[src/rtl/accb_pkg.sv]
// Shared types, constants and helpers for the acceleration bands core.
// Depends on nothing; used by every module in rtl/.
`default_nettype none

package accb_pkg;

	localparam int PRICE_W   = 32;                  // Q16.16 price word
	localparam int PERIOD_W  = 7;                   // period register width
	localparam logic [PERIOD_W-1:0] PERIOD_RESET = 7'd20;
	localparam int PERIOD_MIN = 2;

	localparam int FRAC_SH   = 16;                  // Q.16 fraction bits
	localparam int FACTOR_SH = FRAC_SH + 2;         // 4 * 2^16 on the factor numerator

	// Shared divider: dividend is wide enough for the factor numerator plus rounding
	localparam int FDW = 51;                        // dividend / quotient width
	localparam int DSW = PRICE_W + 1;               // divisor width (|high+low| <= 2^32)
	localparam int STW = $clog2(FDW + 1);           // step counter width

	// Split multiplier: 32 x 26 per pass, two passes per product
	localparam int MUL_AW  = PRICE_W;
	localparam int MUL_BW  = 26;
	localparam int MUL_PW  = MUL_AW + MUL_BW;
	localparam int PROD_W  = MUL_PW + MUL_BW;       // full |x| * |f| magnitude
	localparam int PROD_OK = 63;                    // products at or above 2^63 saturate
	localparam int RND_W   = PROD_OK - FRAC_SH + 1; // rounded scale magnitude
	localparam int TERM_W  = RND_W + 2;             // price plus scale, signed
	localparam logic [RND_W-1:0] SCALE_OVF = RND_W'(64'd1 << 40);

	typedef enum logic [3:0] {
		ST_IDLE,
		ST_FDIV,
		ST_FWAIT,
		ST_MUL,
		ST_TERMS,
		ST_ADIV,
		ST_AWAIT,
		ST_EMIT
	} state_t;

	typedef enum logic [1:0] {
		AVG_UP,
		AVG_MID,
		AVG_LOW
	} avg_sel_t;

	typedef struct packed {
		logic                 start;
		logic [FDW-1:0]       dividend;
		logic [DSW-1:0]       divisor;
		logic [STW-1:0]       steps;
	} div_req_t;

	typedef struct packed {
		logic signed [PRICE_W-1:0] up;
		logic signed [PRICE_W-1:0] lo;
		logic signed [PRICE_W-1:0] cl;
	} ring_entry_t;

	function automatic logic signed [PRICE_W-1:0] sat32(input logic signed [63:0] x);
		logic signed [PRICE_W-1:0] r;
		if (x > 64'sh0000_0000_7FFF_FFFF) begin
			r = 32'sh7FFF_FFFF;
		end else if (x < -64'sh0000_0000_8000_0000) begin
			r = 32'sh8000_0000;
		end else begin
			r = x[PRICE_W-1:0];
		end
		return r;
	endfunction

endpackage

`default_nettype wire

[src/rtl/accb_mul.sv]
// Registered 32 x 26 unsigned multiplier, one pass of the split factor product.
// Depends on accb_pkg (multiplier widths).
`default_nettype none

module accb_mul
	import accb_pkg::*;
(
	input  wire logic              clk,
	input  wire logic [MUL_AW-1:0] a,
	input  wire logic [MUL_BW-1:0] b,
	output logic      [MUL_PW-1:0] p
);

	logic [MUL_PW-1:0] p_q;

	always_ff @(posedge clk) begin
		p_q <= MUL_PW'(a) * MUL_PW'(b);
	end

	assign p = p_q;

endmodule

`default_nettype wire

[config.mk]
export PLATFORM = sky130hd
export DESIGN_NAME = accb_mul
export DESIGN_NICKNAME = d
export VERILOG_FILES = /design/src/rtl/accb_pkg.sv /design/src/rtl/accb_mul.sv
export SDC_FILE = /design/constraint.sdc
export NUM_CORES = 2
export LEC_CHECK = 0
export BUFFER_PORTS_ARGS = -buffer_cell sky130_fd_sc_hd__buf_4
export CAP_MARGIN = 5
export CORE_ASPECT_RATIO = 1.2
export CORE_MARGIN = 5
export CORE_UTILIZATION = 45
export CTS_CLUSTER_DIAMETER = 100
export CTS_CLUSTER_SIZE = 30
export DETAILED_ROUTE_END_ITERATION = 10
export SLEW_MARGIN = 25
export SYNTH_ARGS = -nofsm -noshare
export SYNTH_HDL_FRONTEND = slang
export SYNTH_SLANG_ARGS = --single-unit
[constraint.sdc]
create_clock -name clk -period 9.3 [get_ports clk]
set_input_delay 1.86 -clock clk [delete_from_list [all_inputs] [get_ports clk]]
set_output_delay 1.86 -clock clk [all_outputs]
set_load 0.005 [all_outputs]
==> results.toml <==
[setup_path]
critPathTopFamily = "adder cells"
cpMaxStageDelayCell = "fa_1"
worstSetupStartpointType = "primary input"
arrival_ps = 8930
worst-path-max-fanout = 21
path_class = "primary input to flop"
worstPathCellList = "buf_4 -> buf_4 -> nand2_1 -> fa_1 -> inv_1 -> fa_1 -> fa_1 -> fa_1 -> fa_1 -> fa_1 -> inv_1 -> fa_1 -> inv_1 -> ha_1 -> nand2_1 -> nor2_1 -> nand4_1 -> or4_1 -> a21oi_2 -> a2bb2oi_2 -> a221o_2 -> a21oi_2 -> o311ai_2"
cp_common_cell = "fa_1"
max_stage_delay_ps = 610
worst-path-buf-inv = 5
critPathRequiredTime_ps = 9540
end_kind = "flop"

[placement]
portBuffers = 116
post-dp-hpwl_um = 64300
gp_congestion = 0.890

[global_routing]
grt_antenna_before_repair = 0
grt_pass1_vias = 23600
grt_max_degree = 33
grt_overflow = 0
grt_pass1_wl_um = 128000
grt.total_usage_pct = 24.3

[yosys]
post_synth.cell_area_avg_um2 = 9.08
syn_inst = 3085
synth_edf_count = 0
yosys_warnings = 0
yosys_most_used_dff = "dfxtp_1"
async_flop_share_pct = 0
syn-num-nets = 4059
seq_area_frac_synth_pct = 4.15
synthesis.area_mm2 = 0.0280
synth_cell_types = 65
ys_ff_latch = 58

[timing]
min_period_ps = 8690
finalCritPeriodShare_pct = 93.5
tns_ps = 0
worst_slew_pin_slew_ps = 530
hold_slack_ps = 2000
final-setup-viol-count = 0
slew_viol_final = 0
final_hold_viol_count = 0
grt_setup_unrepaired = "false"
fmax_mhz = 115
relSlewSlack_pct = 63.8

[run_status]
status = "completed"

[detailed_routing]
drt_wl_total_um = 79900
drtIter0Drc = 1114
drt_pass1_iterations = 6
wl_per_cell_um = 20.6
drc = 0
viasPerCell = 5.23
vias = 20300
antenna_left = 0

[job]
maxCapViolations = 0

[clock_network]
cts_tree = "yes"
cts_setup_buffers = 0
post_cts_resized = 0
htreeDepth = 3
root_buffer = "clkbuf_16"
cts_hold_buf = 0
cts_buffers = 9
clk_pin_slew_worst_paths_ps = 50
cts.sinks = 58
cts_max_path_buffers = 2

[floorplanning]
ioPinCount = 117
initial_utilization_pct = 45.3
design.die.area_mm2 = 0.0673
rows = 100
coreArea_mm2 = 0.0618
dieWidth_um = 238
die_h_um = 283

[cells_and_area]
final_cell_mix = "inv_1 (760), fa_1 (718), and2_1 (444)"
largest_reg_flops = 58
syn_to_final_growth_pct = 5.78
final_common_cell = "inv_1"
nNetsFinal = 4037
layout-drive-gt1-share_pct = 5.22

[hold_path]
hp-class = "primary input to flop"
## through the flow
| step | cell area [um2] | instances | utilization (%) | setup WS, ps |
|---|---|---|---|---|
| after floorplan | 28000 | 3085 | - | 1310 |
| after global placement | 29300 | 3868 | 47.4 | 432 |
| after detailed placement | 29300 | 3868 | 47.4 | 338 |
| after CTS | 29600 | 3884 | 47.9 | 647 |
| after global routing | 29600 | 3884 | 47.9 | 275 |
| final | 29600 | 3885 | 47.9 | 607 |
## kinds of logic (layout without fill, tap and decap cells)
family	after synthesis	count (layout)	share of synthesized area [%]
simple gates	963	963	17.4
buf+inv	920	903	12.5
fa+ha+maj	915	915	60.1
compound gates	177	177	4.19
flops	58	58	4.15
xor+xnor	52	52	1.63
other cells	0	1	0
## per-layer routing
layer	up-vias	part of all wire, %	GRT usage, %
met5	-	0	0
met4	0	6.7	12.8
met3	207	4.2	2.76
met2	614	53	44.4
met1	10700	36	27.7
li1	8822	-	-
## cells in the mapped netlist, types with 2 or more instances
library cell | number | share of area (%)
nor3_1 | 6 | 0.11
ha_1 | 197 | 8.8
nand2b_1 | 4 | 0.089
a211o_1 | 2 | 0.063
a211oi_1 | 4 | 0.11
o2111ai_1 | 2 | 0.063
buf_6 | 6 | 0.24
a41oi_1 | 2 | 0.063
o211ai_1 | 3 | 0.080
and2_1 | 444 | 9.9
a21o_1 | 23 | 0.62
and2_2 | 2 | 0.054
clkbuf_1 | 145 | 1.9
a221oi_1 | 2 | 0.063
o21ai_0 | 29 | 0.52
o21a_1 | 2 | 0.054
and3_1 | 5 | 0.11
xnor2_1 | 33 | 1.0
o21bai_1 | 10 | 0.27
buf_2 | 4 | 0.071
fa_1 | 718 | 51
nand2_1 | 427 | 5.7
nor2_1 | 35 | 0.47
nor4_1 | 4 | 0.089
xor2_1 | 19 | 0.59
a21boi_0 | 4 | 0.11
a21oi_1 | 56 | 1.0
a21oi_2 | 2 | 0.063
a31oi_1 | 10 | 0.22
nor2b_1 | 6 | 0.13
o21ai_1 | 4 | 0.071
nand3_1 | 15 | 0.27
buf_4 | 2 | 0.054
a311o_1 | 2 | 0.071
dfxtp_1 | 58 | 4.1
nand4_1 | 8 | 0.18
a21o_2 | 2 | 0.063
clkbuf_2 | 2 | 0.036
inv_1 | 760 | 10
## final cells by class
type | instances | area, um2
fill | 5958 | 32200
sequential | 58 | 1160
multi-input combinational | 2107 | 23300
clock buffer | 10 | 239
clock inverter | 6 | 66.3
inverter | 761 | 2860
timing repair buffer | 126 | 946
antenna | 1 | 2.50
tap | 816 | 1020
## path summary, 6_finish.rpt
check | from | to | depth (start not counted)
max | b[17] | p[54] | 23
min | b[0] | p[0] | 2
Power is not shown: default switching activity piles up to over one toggle a cycle in this logic, so the estimate is an artifact.
