===== config.mk =====
export PLATFORM = sky130hd
export DESIGN_NAME = accb_div
export DESIGN_NICKNAME = d
export VERILOG_FILES = /design/src/rtl/accb_pkg.sv /design/src/rtl/accb_div.sv
export SDC_FILE = /design/constraint.sdc
export NUM_CORES = 1
export LEC_CHECK = 0
export BUFFER_PORTS_ARGS = -buffer_cell sky130_fd_sc_hd__clkbuf_2
export CORE_ASPECT_RATIO = 0.9
export CORE_MARGIN = 5
export CORE_UTILIZATION = 45
export CTS_CLUSTER_DIAMETER = 200
export DETAILED_ROUTE_END_ITERATION = 8
export GPL_TIMING_DRIVEN = 0
export PLACE_DENSITY_LB_ADDON = 0.12
export SLEW_MARGIN = 20
export SYNTH_ARGS = -nofsm -noshare
export SYNTH_HDL_FRONTEND = slang
export SYNTH_SLANG_ARGS = --single-unit

===== constraint.sdc =====
create_clock -name clk -period 6.25 [get_ports clk]
set_input_delay 0.625 -clock clk [delete_from_list [all_inputs] [get_ports clk]]
set_output_delay 0.625 -clock clk [all_outputs]
set_load 0.005 [all_outputs]

===== src/rtl/accb_pkg.sv =====
// Shared types, constants and helpers for the acceleration bands core.
// Depends on nothing; used by every module in rtl/.
`default_nettype none

package accb_pkg;

	localparam int PRICE_W   = 32;                  // Q16.16 price word
	localparam int PERIOD_W  = 7;                   // period register width
	localparam logic [PERIOD_W-1:0] PERIOD_RESET = 7'd20;
	localparam int PERIOD_MIN = 2;

	localparam int FRAC_SH   = 16;                  // Q.16 fraction bits
	localparam int FACTOR_SH = FRAC_SH + 2;         // 4 * 2^16 on the factor numerator

	// Shared divider: dividend is wide enough for the factor numerator plus rounding
	localparam int FDW = 51;                        // dividend / quotient width
	localparam int DSW = PRICE_W + 1;               // divisor width (|high+low| <= 2^32)
	localparam int STW = $clog2(FDW + 1);           // step counter width

	// Split multiplier: 32 x 26 per pass, two passes per product
	localparam int MUL_AW  = PRICE_W;
	localparam int MUL_BW  = 26;
	localparam int MUL_PW  = MUL_AW + MUL_BW;
	localparam int PROD_W  = MUL_PW + MUL_BW;       // full |x| * |f| magnitude
	localparam int PROD_OK = 63;                    // products at or above 2^63 saturate
	localparam int RND_W   = PROD_OK - FRAC_SH + 1; // rounded scale magnitude
	localparam int TERM_W  = RND_W + 2;             // price plus scale, signed
	localparam logic [RND_W-1:0] SCALE_OVF = RND_W'(64'd1 << 40);

	typedef enum logic [3:0] {
		ST_IDLE,
		ST_FDIV,
		ST_FWAIT,
		ST_MUL,
		ST_TERMS,
		ST_ADIV,
		ST_AWAIT,
		ST_EMIT
	} state_t;

	typedef enum logic [1:0] {
		AVG_UP,
		AVG_MID,
		AVG_LOW
	} avg_sel_t;

	typedef struct packed {
		logic                 start;
		logic [FDW-1:0]       dividend;
		logic [DSW-1:0]       divisor;
		logic [STW-1:0]       steps;
	} div_req_t;

	typedef struct packed {
		logic signed [PRICE_W-1:0] up;
		logic signed [PRICE_W-1:0] lo;
		logic signed [PRICE_W-1:0] cl;
	} ring_entry_t;

	function automatic logic signed [PRICE_W-1:0] sat32(input logic signed [63:0] x);
		logic signed [PRICE_W-1:0] r;
		if (x > 64'sh0000_0000_7FFF_FFFF) begin
			r = 32'sh7FFF_FFFF;
		end else if (x < -64'sh0000_0000_8000_0000) begin
			r = 32'sh8000_0000;
		end else begin
			r = x[PRICE_W-1:0];
		end
		return r;
	endfunction

endpackage

`default_nettype wire


===== src/rtl/accb_div.sv =====
// Radix-2 restoring divider on magnitudes, one quotient bit per cycle.
// Depends on accb_pkg (div_req_t, widths). Dividend is MSB-aligned by the caller.
`default_nettype none

module accb_div
	import accb_pkg::*;
(
	input  wire logic           clk,
	input  wire logic           arst_n,
	input  wire div_req_t       req,
	output logic                done,
	output logic [FDW-1:0]      quotient
);

	logic [DSW-1:0] rem_q;
	logic [FDW-1:0] dq_q;
	logic [STW-1:0] cnt_q;
	logic           busy_q;
	logic           done_q;

	logic [DSW:0]   rem_sh;
	logic [DSW+1:0] trial;

	assign rem_sh = {rem_q, dq_q[FDW-1]};
	assign trial  = {1'b0, rem_sh} - {2'b00, req.divisor};

	always_ff @(posedge clk or negedge arst_n) begin
		if (!arst_n) begin
			busy_q <= 1'b0;
			done_q <= 1'b0;
			cnt_q  <= '0;
		end else begin
			done_q <= 1'b0;
			if (req.start) begin
				busy_q <= 1'b1;
				cnt_q  <= req.steps;
			end else if (busy_q) begin
				cnt_q <= cnt_q - STW'(1);
				if (cnt_q == STW'(1)) begin
					busy_q <= 1'b0;
					done_q <= 1'b1;
				end
			end
		end
	end

	// Divisor must stay on req.divisor for the whole run
	always_ff @(posedge clk) begin
		if (req.start) begin
			rem_q <= '0;
			dq_q  <= req.dividend;
		end else if (busy_q) begin
			if (!trial[DSW+1]) begin
				rem_q <= trial[DSW-1:0];
				dq_q  <= {dq_q[FDW-2:0], 1'b1};
			end else begin
				rem_q <= rem_sh[DSW-1:0];
				dq_q  <= {dq_q[FDW-2:0], 1'b0};
			end
		end
	end

	assign done     = done_q;
	assign quotient = dq_q;

endmodule

`default_nettype wire


==> results of run 1 <==
==> logic make-up (layout without fill, tap and decap cells) <==
group | Yosys count | in the layout
buf+inv | 67 | 228
xor+xnor | 33 | 33
mux | 71 | 71
flops | 92 | 92
compound gates | 146 | 146
simple gates | 145 | 145
fa+ha+maj | 36 | 36
==> layout by cell type, fill, tap and decap left out, types with 3 or more instances in the layout <==
cell / count
nand3_1: 5
mux2i_1: 20
o21a_1: 3
nor3_1: 10
nand4_1: 4
a21o_1: 11
nand2b_1: 4
nor2_1: 49
a211oi_1: 17
dfrtp_1: 8
xnor2_1: 22
o211ai_1: 3
clkbuf_2: 144
nand2_1: 50
a31oi_1: 5
clkbuf_16: 9
ha_1: 35
dfxtp_1: 33
and2_1: 3
clkbuf_1: 19
o21ai_0: 35
edfxtp_1: 51
a21oi_1: 37
inv_1: 42
xor2_1: 11
a22o_1: 4
buf_2: 3
nor2b_1: 7
mux2_2: 51
clkinv_4: 3
buf_6: 3
==> routing by layer <==
metal / global-route usage / vias to the layer above / part of all wire
met1: 0.252 / 2254 / 0.44
met2: 0.319 / 117 / 0.49
met3: 0.0504 / 13 / 0.061
met5: 0 / - / 0
met4: 0.0429 / 0 / 0.0084
li1: - / 2459 / -
==> critical path, cell delays in order (launching register included) <==
cell and delay [ns]:
edfxtp_1 0.41, inv_1 0.07, ha_1 0.15, inv_1 0.05, fa_1 0.40, a21oi_1 0.27
o211ai_2 0.18, a21oi_2 0.28, o211ai_2 0.16, a32oi_2 0.30, a31oi_4 0.18, buf_2 0.24
mux2_2 0.27
==> worst paths after layout <==
kind | to | slack, ns | cells after the start
max | quotient[0] | 3.04 | 12
min | busy_q | 0.12 | 1
max reg2reg | quotient[0] | 3.04 | 12
min reg2reg | rem_q[22] | 0.48 | 2
max in group asynchronous | cnt_q[0] | 5.95 | 1
min in group clk | rem_q[22] | 0.48 | 2
==> per-stage QoR <==
stage	hold WS [ns]	area [sq um]	worst slack, ns	power (W)
CTS	0.113	7060	3.03	0.00187
finish	0.120	7060	3.04	0.00185
global route	0.118	7060	2.85	0.00196
global placement	0.468	6770	2.80	0.00134
floorplan	0.329	5840	3.29	0.00118
detailed placement	0.483	6790	2.80	0.00135
==> state kept, by name, indices dropped and copies added, names as in the netlist <==
name and cells:
quotient 51, rem_q 33, cnt_q 6, busy_q 1
done 1
==> layout make-up <==
cell class,instances,share of cell area
Tap cell,164,0.0291
Timing Repair Buffer,145,0.105
Clock buffer,10,0.0324
Sequential cell,92,0.339
Buffer,24,0.0165
Inverter,43,0.0229
Multi-Input combinational cell,431,0.449
Clock inverter,6,0.00603
==> power breakdown <==
part           switching (W)  total, W  internal, W
Sequential         0.0000542  0.000781     0.000727
Clock               0.000234  0.000504     0.000270
Combinational       0.000301  0.000564     0.000263
==> flow_metrics.py, run 1 <==
metrics = {
    "finish": {
        "syn_to_final_growth_pct": 20.8,
        "final_layout_size_suffix_gt1_frac": 0.309,
        "layout.cells.non_filler": 915,
        "utilization": 0.556,
        "num_antenna_cells": 0,
        "finalNetCount": 875,
        "multi_input_area_sq_um": 3170,
        "seq_area_sq_um": 2390,
        "fillCellCount": 1216,
    },
    "synthesis": {
        "synth_flop_cell": "edfxtp_1",
        "synthAdderAreaFrac": 0.0784,
        "synthMuxAreaShare": 0.133,
        "synth_top_family_by_area": "compound AO/OA/AOI/OAI gates",
        "synth_nets": 719,
        "yosysWarnings": 0,
        "async_flop_share": 0.0870,
        "post-synth-top-area-cell": "edfxtp_1",
        "synth_edf_count": 51,
        "synth_cells": 590,
        "synth.distinct_cells": 63,
        "synth_compound_area_frac": 0.169,
        "synth.avg_cell_area_sq_um": 9.90,
        "yosys.area_share.simple": 0.113,
        "synth.area.top_cells": "edfxtp_1, dfxtp_1, mux2_2",
        "syn_area_sq_um": 5840,
        "yosysSeqAreaShare": 0.410,
        "synth-seq-cells": 92,
        "synthXorXnorAreaFrac": 0.0495,
        "yosys-top-cells-count": "edfxtp_1, mux2_2, nand2_1",
        "synth_top_area_frac": 0.262,
    },
    "worst_setup_path": {
        "crit_fanout": 10,
        "crit_path_start": "quotient[50]",
        "crit_path_end_kind": "register",
        "crit_type": "reg2reg",
        "crit_arrival_ns": 3.30,
        "reg2reg_from": "quotient[50]",
        "startpoint_type": "register",
        "cp_data_required_time_ns": 6.34,
    },
    "placed_design": {
        "port_buffers": 144,
        "place_congestion": 0.899,
        "dp_hpwl_mm": 11.6,
        "numPlacedInstances": 899,
    },
    "job": {
        "drv_cap": 0,
    },
    "route": {
        "drt_iter0_drc": 263,
        "drt-total-wl_mm": 14.8,
        "viasPerCell": 5.29,
        "antenna_left": 0,
        "wire_per_inst_um": 16.2,
        "dr.pass1.iters": 4,
        "drc": 0,
        "routed-via-count": 4843,
    },
    "pwr": {
        "p_per_area_nw_per_um2": 262,
        "leakagePower_nw": 3.20,
        "ir_worst_vdd_uv": 157,
    },
    "global_routing": {
        "grt_max_degree": 36,
        "overflow": 0,
        "grt.total_usage": 0.193,
        "grt_pass1_wl_mm": 23.8,
        "grt_pass1_vias": 4964,
        "antenna_found_initial": 0,
    },
    "clocking": {
        "clockBufferDepth": 2,
        "cts_hold_buf": 0,
        "post_cts_buffers": 0,
        "clock-sinks": 92,
        "cts_tree": "built",
        "post_cts_resized": 0,
        "cts-buffers-inserted": 9,
        "cts_root_buf": "clkbuf_16",
        "clock_latency_ns": 0.34,
        "cts.clk_slew.worst_paths_ns": 0.07,
        "htreeDepth": 3,
    },
    "floorplan": {
        "dieHeight_um": 118,
        "core_sq_um": 12700,
        "rows": 39,
        "die_x_um": 130,
        "dieArea_sq_um": 15400,
        "boundaryPins": 145,
        "start_util": 0.460,
    },
    "timing": {
        "skew_ns": 0.00655,
        "hold_viol": 0,
        "rsz0062_at_grt": "no",
        "maxSlewHeadroom": 0.355,
        "maxSlewViolCount": 0,
        "tightest_slew_ns": 0.955,
        "setup_tns_ns": 0,
        "finalSetupViolCount": 0,
        "period_minus_slack_ns": 3.21,
        "post-route-period-util": 0.514,
        "max_freq_mhz": 312,
    },
    "min_path": {
        "hp-class": "in2async",
    },
    "status": {
        "status": "finished, final reports clean",
    },
}
Note: power is estimated with default switching activity, not from simulation.
==> run 2: changes to the inputs <==
Clock period 6.25 ns to 2.9 ns, I/O delays scaled along.
==> run 2 against run 1 <==
The flow now finishes with violations (setup timing). Cell count up 1.9%. Non-clock buffer count up 16. Combinational power rose to 2.6 times the previous value. First-iteration DRC count up 15%. Total power up 130%. Clock skew up 0.00066 ns. Largest cell class unchanged. Via count up 3.1%. Maximum frequency up 9.3%. Sequential cell count unchanged.
==> flow_metrics.py, run 2 (synthesized netlist as in run 1, its figures left out) <==
metrics = {
    "placed_design": {
        "dpl-instance-area_sq_um": 6790,
        "dp_hpwl_mm": 11.6,
        "port_buffers": 144,
        "dp_slack_ns": -0.307,
        "numPlacedInstances": 899,
        "place_congestion": 0.899,
    },
    "timing": {
        "max_freq_mhz": 341,
        "period_minus_slack_ns": 2.94,
        "maxSlewHeadroom": 0.458,
        "tightest_slew_ns": 0.810,
        "maxSlewViolCount": 0,
        "holdWs_ns": 0.157,
        "hold_viol": 0,
        "skew_ns": 0.00721,
        "finalSetupViolCount": 2,
        "post-route-period-util": 1.01,
        "rsz0062_at_grt": "yes",
        "fin_ws_ns": -0.0356,
    },
    "global_routing": {
        "grt_pass1_vias": 5081,
        "grt_max_degree": 36,
        "overflow": 0,
        "use_met2": 0.327,
        "grt_pass1_wl_mm": 24.4,
        "top_usage_layer": "met2",
        "antenna_found_initial": 0,
        "grt.total_usage": 0.198,
        "grt_use_met3": 0.0495,
        "grt_use_met1": 0.258,
    },
    "clocking": {
        "clockBufferDepth": 2,
        "cts_tree": "built",
        "htreeDepth": 3,
        "cts.clk_slew.worst_paths_ns": 0.07,
        "cts-buffers-inserted": 9,
        "cts_root_buf": "clkbuf_16",
        "clock-sinks": 92,
        "clock_latency_ns": 0.34,
    },
    "route": {
        "antenna_left": 0,
        "drt_iter0_drc": 302,
        "wire_per_inst_um": 16.9,
        "drt-total-wl_mm": 15.7,
        "dr.pass1.iters": 4,
        "routed-via-count": 4991,
        "drc": 0,
        "viasPerCell": 5.36,
    },
    "status": {
        "status": "finished with violations",
        "violations": "setup timing",
    },
    "worst_setup_path": {
        "crit_arrival_ns": 3.03,
        "cp_data_required_time_ns": 3.00,
        "startpoint_type": "register",
        "crit_type": "reg2reg",
        "crit_path_end_kind": "register",
        "timing.rr.end": "quotient[0]",
        "timing.reg2reg.setup_slack_ns": -0.04,
        "reg2reg_from": "quotient[50]",
        "worstRegToRegCells": 12,
        "crit_fanout": 7,
    },
    "finish": {
        "final_layout_size_suffix_gt1_frac": 0.374,
        "final_area_sq_um": 7560,
        "finalNetCount": 892,
        "num_antenna_cells": 0,
        "syn_to_final_growth_pct": 29.4,
        "layout_commonest_cell": "clkbuf_2",
        "largest_register_ff_count": 51,
        "layout_common_cells": "clkbuf_2, edfxtp_1, mux2_2, nand2_1, nor2_1",
        "layout.cells.non_filler": 932,
    },
    "floorplan": {
        "core_sq_um": 12700,
        "dieHeight_um": 118,
        "die_x_um": 130,
        "boundaryPins": 145,
        "rows": 39,
        "dieArea_sq_um": 15400,
        "start_util": 0.460,
    },
    "pwr": {
        "ir_worst_vdd_uv": 338,
        "leakagePower_nw": 3.33,
        "p_per_area_nw_per_um2": 559,
        "finalPower_w": 0.00422,
    },
    "min_path": {
        "hp-class": "in2reg",
        "min_to": "cnt_q[1]",
        "min_from": "req[1]",
        "hold_depth": 3,
    },
    "job": {
        "drv_cap": 0,
    },
}
## run 2: how the worst max path moves through the flow
stage / start / end / slack (ns) / cells after the start
2_1_floorplan: quotient[50] / quotient[0] / 0.09 / 12
3_3_place_gp: busy_q / quotient[36] / -0.40 / 4
3_5_place_dp: quotient[50] / quotient[0] / -0.31 / 12
4_1_cts: quotient[50] / quotient[0] / -0.14 / 12
5_1_grt: quotient[50] / rem_q[32] / -0.15 / 15
6_report: quotient[50] / quotient[0] / -0.04 / 12
## run 2: final cells by class
class | instances | area, sq um
fill | 1147 | 5130
multi-input combinational | 432 | 3460
sequential | 92 | 2390
timing repair buffer | 162 | 933
clock buffer | 10 | 229
tap | 164 | 205
inverter | 43 | 161
buffer | 23 | 130
clock inverter | 6 | 42.5
## run 2: through the flow
stage / util / TNS (ns)
after floorplan: - / 0
after global placement: 0.533 / -24.41
after detailed placement: 0.535 / -5.25
after CTS: 0.572 / -2.51
after global routing: 0.596 / -3.23
final: 0.596 / -0.0690
## run 2: what timing repair did
action                     in CTS  in global routing
pin swaps                      14                 13
hold buffers                    1                  0
cloned                          1                  3
setup buffers                  10                  3
setup endpoints to repair      34                 34
hold endpoints to repair        8                  0
gates resized for setup        28                 41
## run 2: worst max-delay path: stages, from the launching register on
cell and delay, ns:
edfxtp_1 0.39, inv_1 0.07, ha_2 0.18, inv_2 0.04, fa_2 0.36, a21oi_4 0.19, o211ai_4 0.12, a21oi_4 0.23
o211ai_4 0.13, a32oi_4 0.29, a31oi_4 0.21, buf_6 0.21, mux2_4 0.26
## run 2: metal layers
metal	up-vias	part of all wire
li1	2502	-
met1	2352	0.44
met2	116	0.49
met3	21	0.052
met4	0	0.014
met5	-	0
## run 2: report_power, final
group	total, W	switching (W)	internal [W]
Sequential	0.00169	0.000124	0.00157
Clock	0.00109	0.000510	0.000582
Combinational	0.00144	0.000746	0.000694
==> run 3: changes to the inputs <==
Settings changed: CELL_PAD_IN_SITES_DETAIL_PLACEMENT set to 0, CELL_PAD_IN_SITES_GLOBAL_PLACEMENT set to 1, CORE_UTILIZATION 45 to 37.
==> run 3 against run 2 <==
The flow still finishes with violations (setup timing). Die area is 20% higher. Combinational power is 3% lower. Critical path depth stayed put. Non-clock buffer count is 1 lower. Global-route usage is 2.5 points lower. Sequential share of layout area is 0.067 points higher. Maximum frequency is 0.39% higher. Clock-buffer cell count is 1 lower. Cell area is 0.26% lower. Hold slack better by 0.0045 ns. Worst setup slack better by 0.011 ns. Largest power group unchanged.
==> flow_metrics.py, run 3 (synthesized netlist as in run 1, its figures left out) <==
metrics = {
    "min_path": {
        "hp-class": "in2reg",
    },
    "floorplan": {
        "dieHeight_um": 129,
        "rows": 43,
        "start_util": 0.378,
        "die_x_um": 142,
        "core_sq_um": 15400,
        "boundaryPins": 145,
        "dieArea_sq_um": 18400,
    },
    "finish": {
        "fillCellCount": 1497,
        "num_antenna_cells": 0,
        "layout_commonest_cell": "clkbuf_2",
        "seq_area_sq_um": 2390,
        "layout_common_cells": "clkbuf_2, mux2_2, edfxtp_1, nand2_1, nor2_1",
        "finalNetCount": 891,
        "syn_to_final_growth_pct": 29.1,
        "largest_register_ff_count": 51,
        "multi_input_area_sq_um": 3390,
        "final_layout_size_suffix_gt1_frac": 0.366,
    },
    "placed_design": {
        "dp_hpwl_mm": 12.3,
        "port_buffers": 144,
        "dp_slack_ns": -0.380,
        "place_congestion": 0.795,
    },
    "global_routing": {
        "overflow": 0,
        "grt_pass1_vias": 5031,
        "antenna_found_initial": 0,
        "grt_max_degree": 33,
        "grt_pass1_wl_mm": 25.5,
        "grt.total_usage": 0.173,
    },
    "route": {
        "antenna_left": 0,
        "drc": 0,
        "routed.top_layer": "met4",
        "wire_per_inst_um": 16.9,
        "dr_wl_met2_mm": 7.94,
        "met3_length_um": 741,
        "drt-total-wl_mm": 16.3,
        "met1_length_mm": 7.48,
        "viasPerCell": 5.08,
        "dr.pass1.iters": 4,
        "drt_iter0_drc": 300,
        "routed-via-count": 4927,
    },
    "timing": {
        "holdWs_ns": 0.162,
        "finalSetupViolCount": 1,
        "hold_viol": 0,
        "maxSlewViolCount": 0,
        "maxSlewHeadroom": 0.539,
        "post-route-period-util": 1.01,
        "tightest_slew_ns": 0.687,
        "rsz0062_at_grt": "yes",
        "skew_ns": 0.00966,
        "max_freq_mhz": 342,
        "fin_ws_ns": -0.0243,
        "period_minus_slack_ns": 2.92,
    },
    "pwr": {
        "p_clk_frac": 0.286,
        "p_per_area_nw_per_um2": 574,
        "leakagePower_nw": 3.35,
        "switching_share": 0.325,
        "switchingPower_w": 0.00141,
        "p_int_w": 0.00292,
        "comb_power_share": 0.323,
        "seqPwrFrac": 0.390,
        "ir_worst_vdd_uv": 333,
    },
    "worst_setup_path": {
        "crit_path_end_kind": "register",
        "crit_arrival_ns": 3.03,
        "crit_fanout": 5,
        "crit_family": "compound AO/OA/AOI/OAI gates",
        "cp_data_required_time_ns": 3.00,
        "crit_type": "reg2reg",
        "path_cells": "inv_1, ha_2, inv_2, fa_2, a21oi_2, o211ai_2, a21oi_4, o211ai_4, a32oi_4, a31oi_4, buf_6, mux2_2",
        "crit_path_max_incr_delay_ns": 0.39,
        "crit_buf_inv": 3,
        "startpoint_type": "register",
        "cpMaxStageDelayCell": "edfxtp_1",
    },
    "clocking": {
        "cts_root_buf": "clkbuf_16",
        "cts_tree": "built",
        "cts-buffers-inserted": 9,
        "htreeDepth": 3,
        "cts.clk_slew.worst_paths_ns": 0.07,
        "clockBufferDepth": 2,
        "clock_latency_ns": 0.34,
        "clock-sinks": 92,
    },
    "status": {
        "status": "finished with violations",
        "violations": "setup timing",
    },
    "job": {
        "drv_cap": 0,
    },
}
==> run 3: changes by cell type in the layout (fill, tap and decap cells not counted), sizes merged <==
| cell | previous run | this run |
|---|---|---|
| clkinv | 5 | 1 |
| inv | 43 | 47 |
| buf | 21 | 20 |
| bufinv | 0 | 1 |
| clkbuf | 173 | 172 |
==> run 3: worst register-to-register path, delay by kind of cell (launching register included) <==
family,cells,cell delay (ns)
AOI/OAI and AO/OA,6,1.20
DFF,1,0.39
buffers and inverters,3,0.32
muxes,1,0.25
adders and majority gates,2,0.53
==> run 3: final timing paths <==
check	from	end	slack (ns)	depth (start not counted)
hold / removal	req[3]	cnt_q[3]	0.16	3
setup reg to reg	quotient[50]	quotient[0]	-0.02	12
setup / recovery	quotient[50]	quotient[0]	-0.02	12
max in group asynchronous	arst_n	cnt_q[0]	2.38	2
hold reg to reg	rem_q[32]	rem_q[32]	0.49	2
min in group asynchronous	arst_n	busy_q	0.34	2
==> run 3: per-layer routing <==
metal | vias to the layer above | global-route usage
met3 | 14 | 0.0391
met2 | 89 | 0.287
li1 | 2505 | -
met1 | 2319 | 0.234
met4 | 0 | 0.0330
met5 | - | 0
==> run 3: timing repair <==
action | 4_1_cts | 5_1_grt
resized for setup | 22 | 34
hold endpoints to repair | 8 | 0
setup buffers | 11 | 2
endpoints found under the setup margin | 34 | 66
hold buffers | 1 | 0
cloned | 2 | 2
pin swaps | 11 | 15
==> run 3: final cells by class <==
type,instances,area share
repair buffers,161,0.120
inverters,43,0.0214
flip-flops and latches,92,0.317
clock inverters,7,0.0106
well taps,202,0.0335
clock buffers,9,0.0299
plain buffers,23,0.0174
multi-input cells,432,0.450
==> run 3: stage by stage <==
stage               TNS [ns]  instance area, sq um   util  instances  total power [W]
floorplan                  0                  5840      -        590          0.00253
global placement      -33.17                  6810  0.441        936          0.00292
detailed placement     -7.59                  6830  0.443        937          0.00294
CTS                   -0.684                  7340  0.475        967          0.00428
global route           -3.36                  7540  0.488        969          0.00458
finish               -0.0243                  7540  0.488        969          0.00432
==> run 3: power by group through the flow <==
stage	combinational (W)	clock, W	sequential (W)
2_1_floorplan	0.000843	0	0.00169
3_3_place_gp	0.00121	0	0.00171
3_5_place_dp	0.00122	0	0.00171
4_1_cts	0.00133	0.00126	0.00169
5_1_grt	0.00155	0.00132	0.00171
6_report	0.00140	0.00124	0.00169
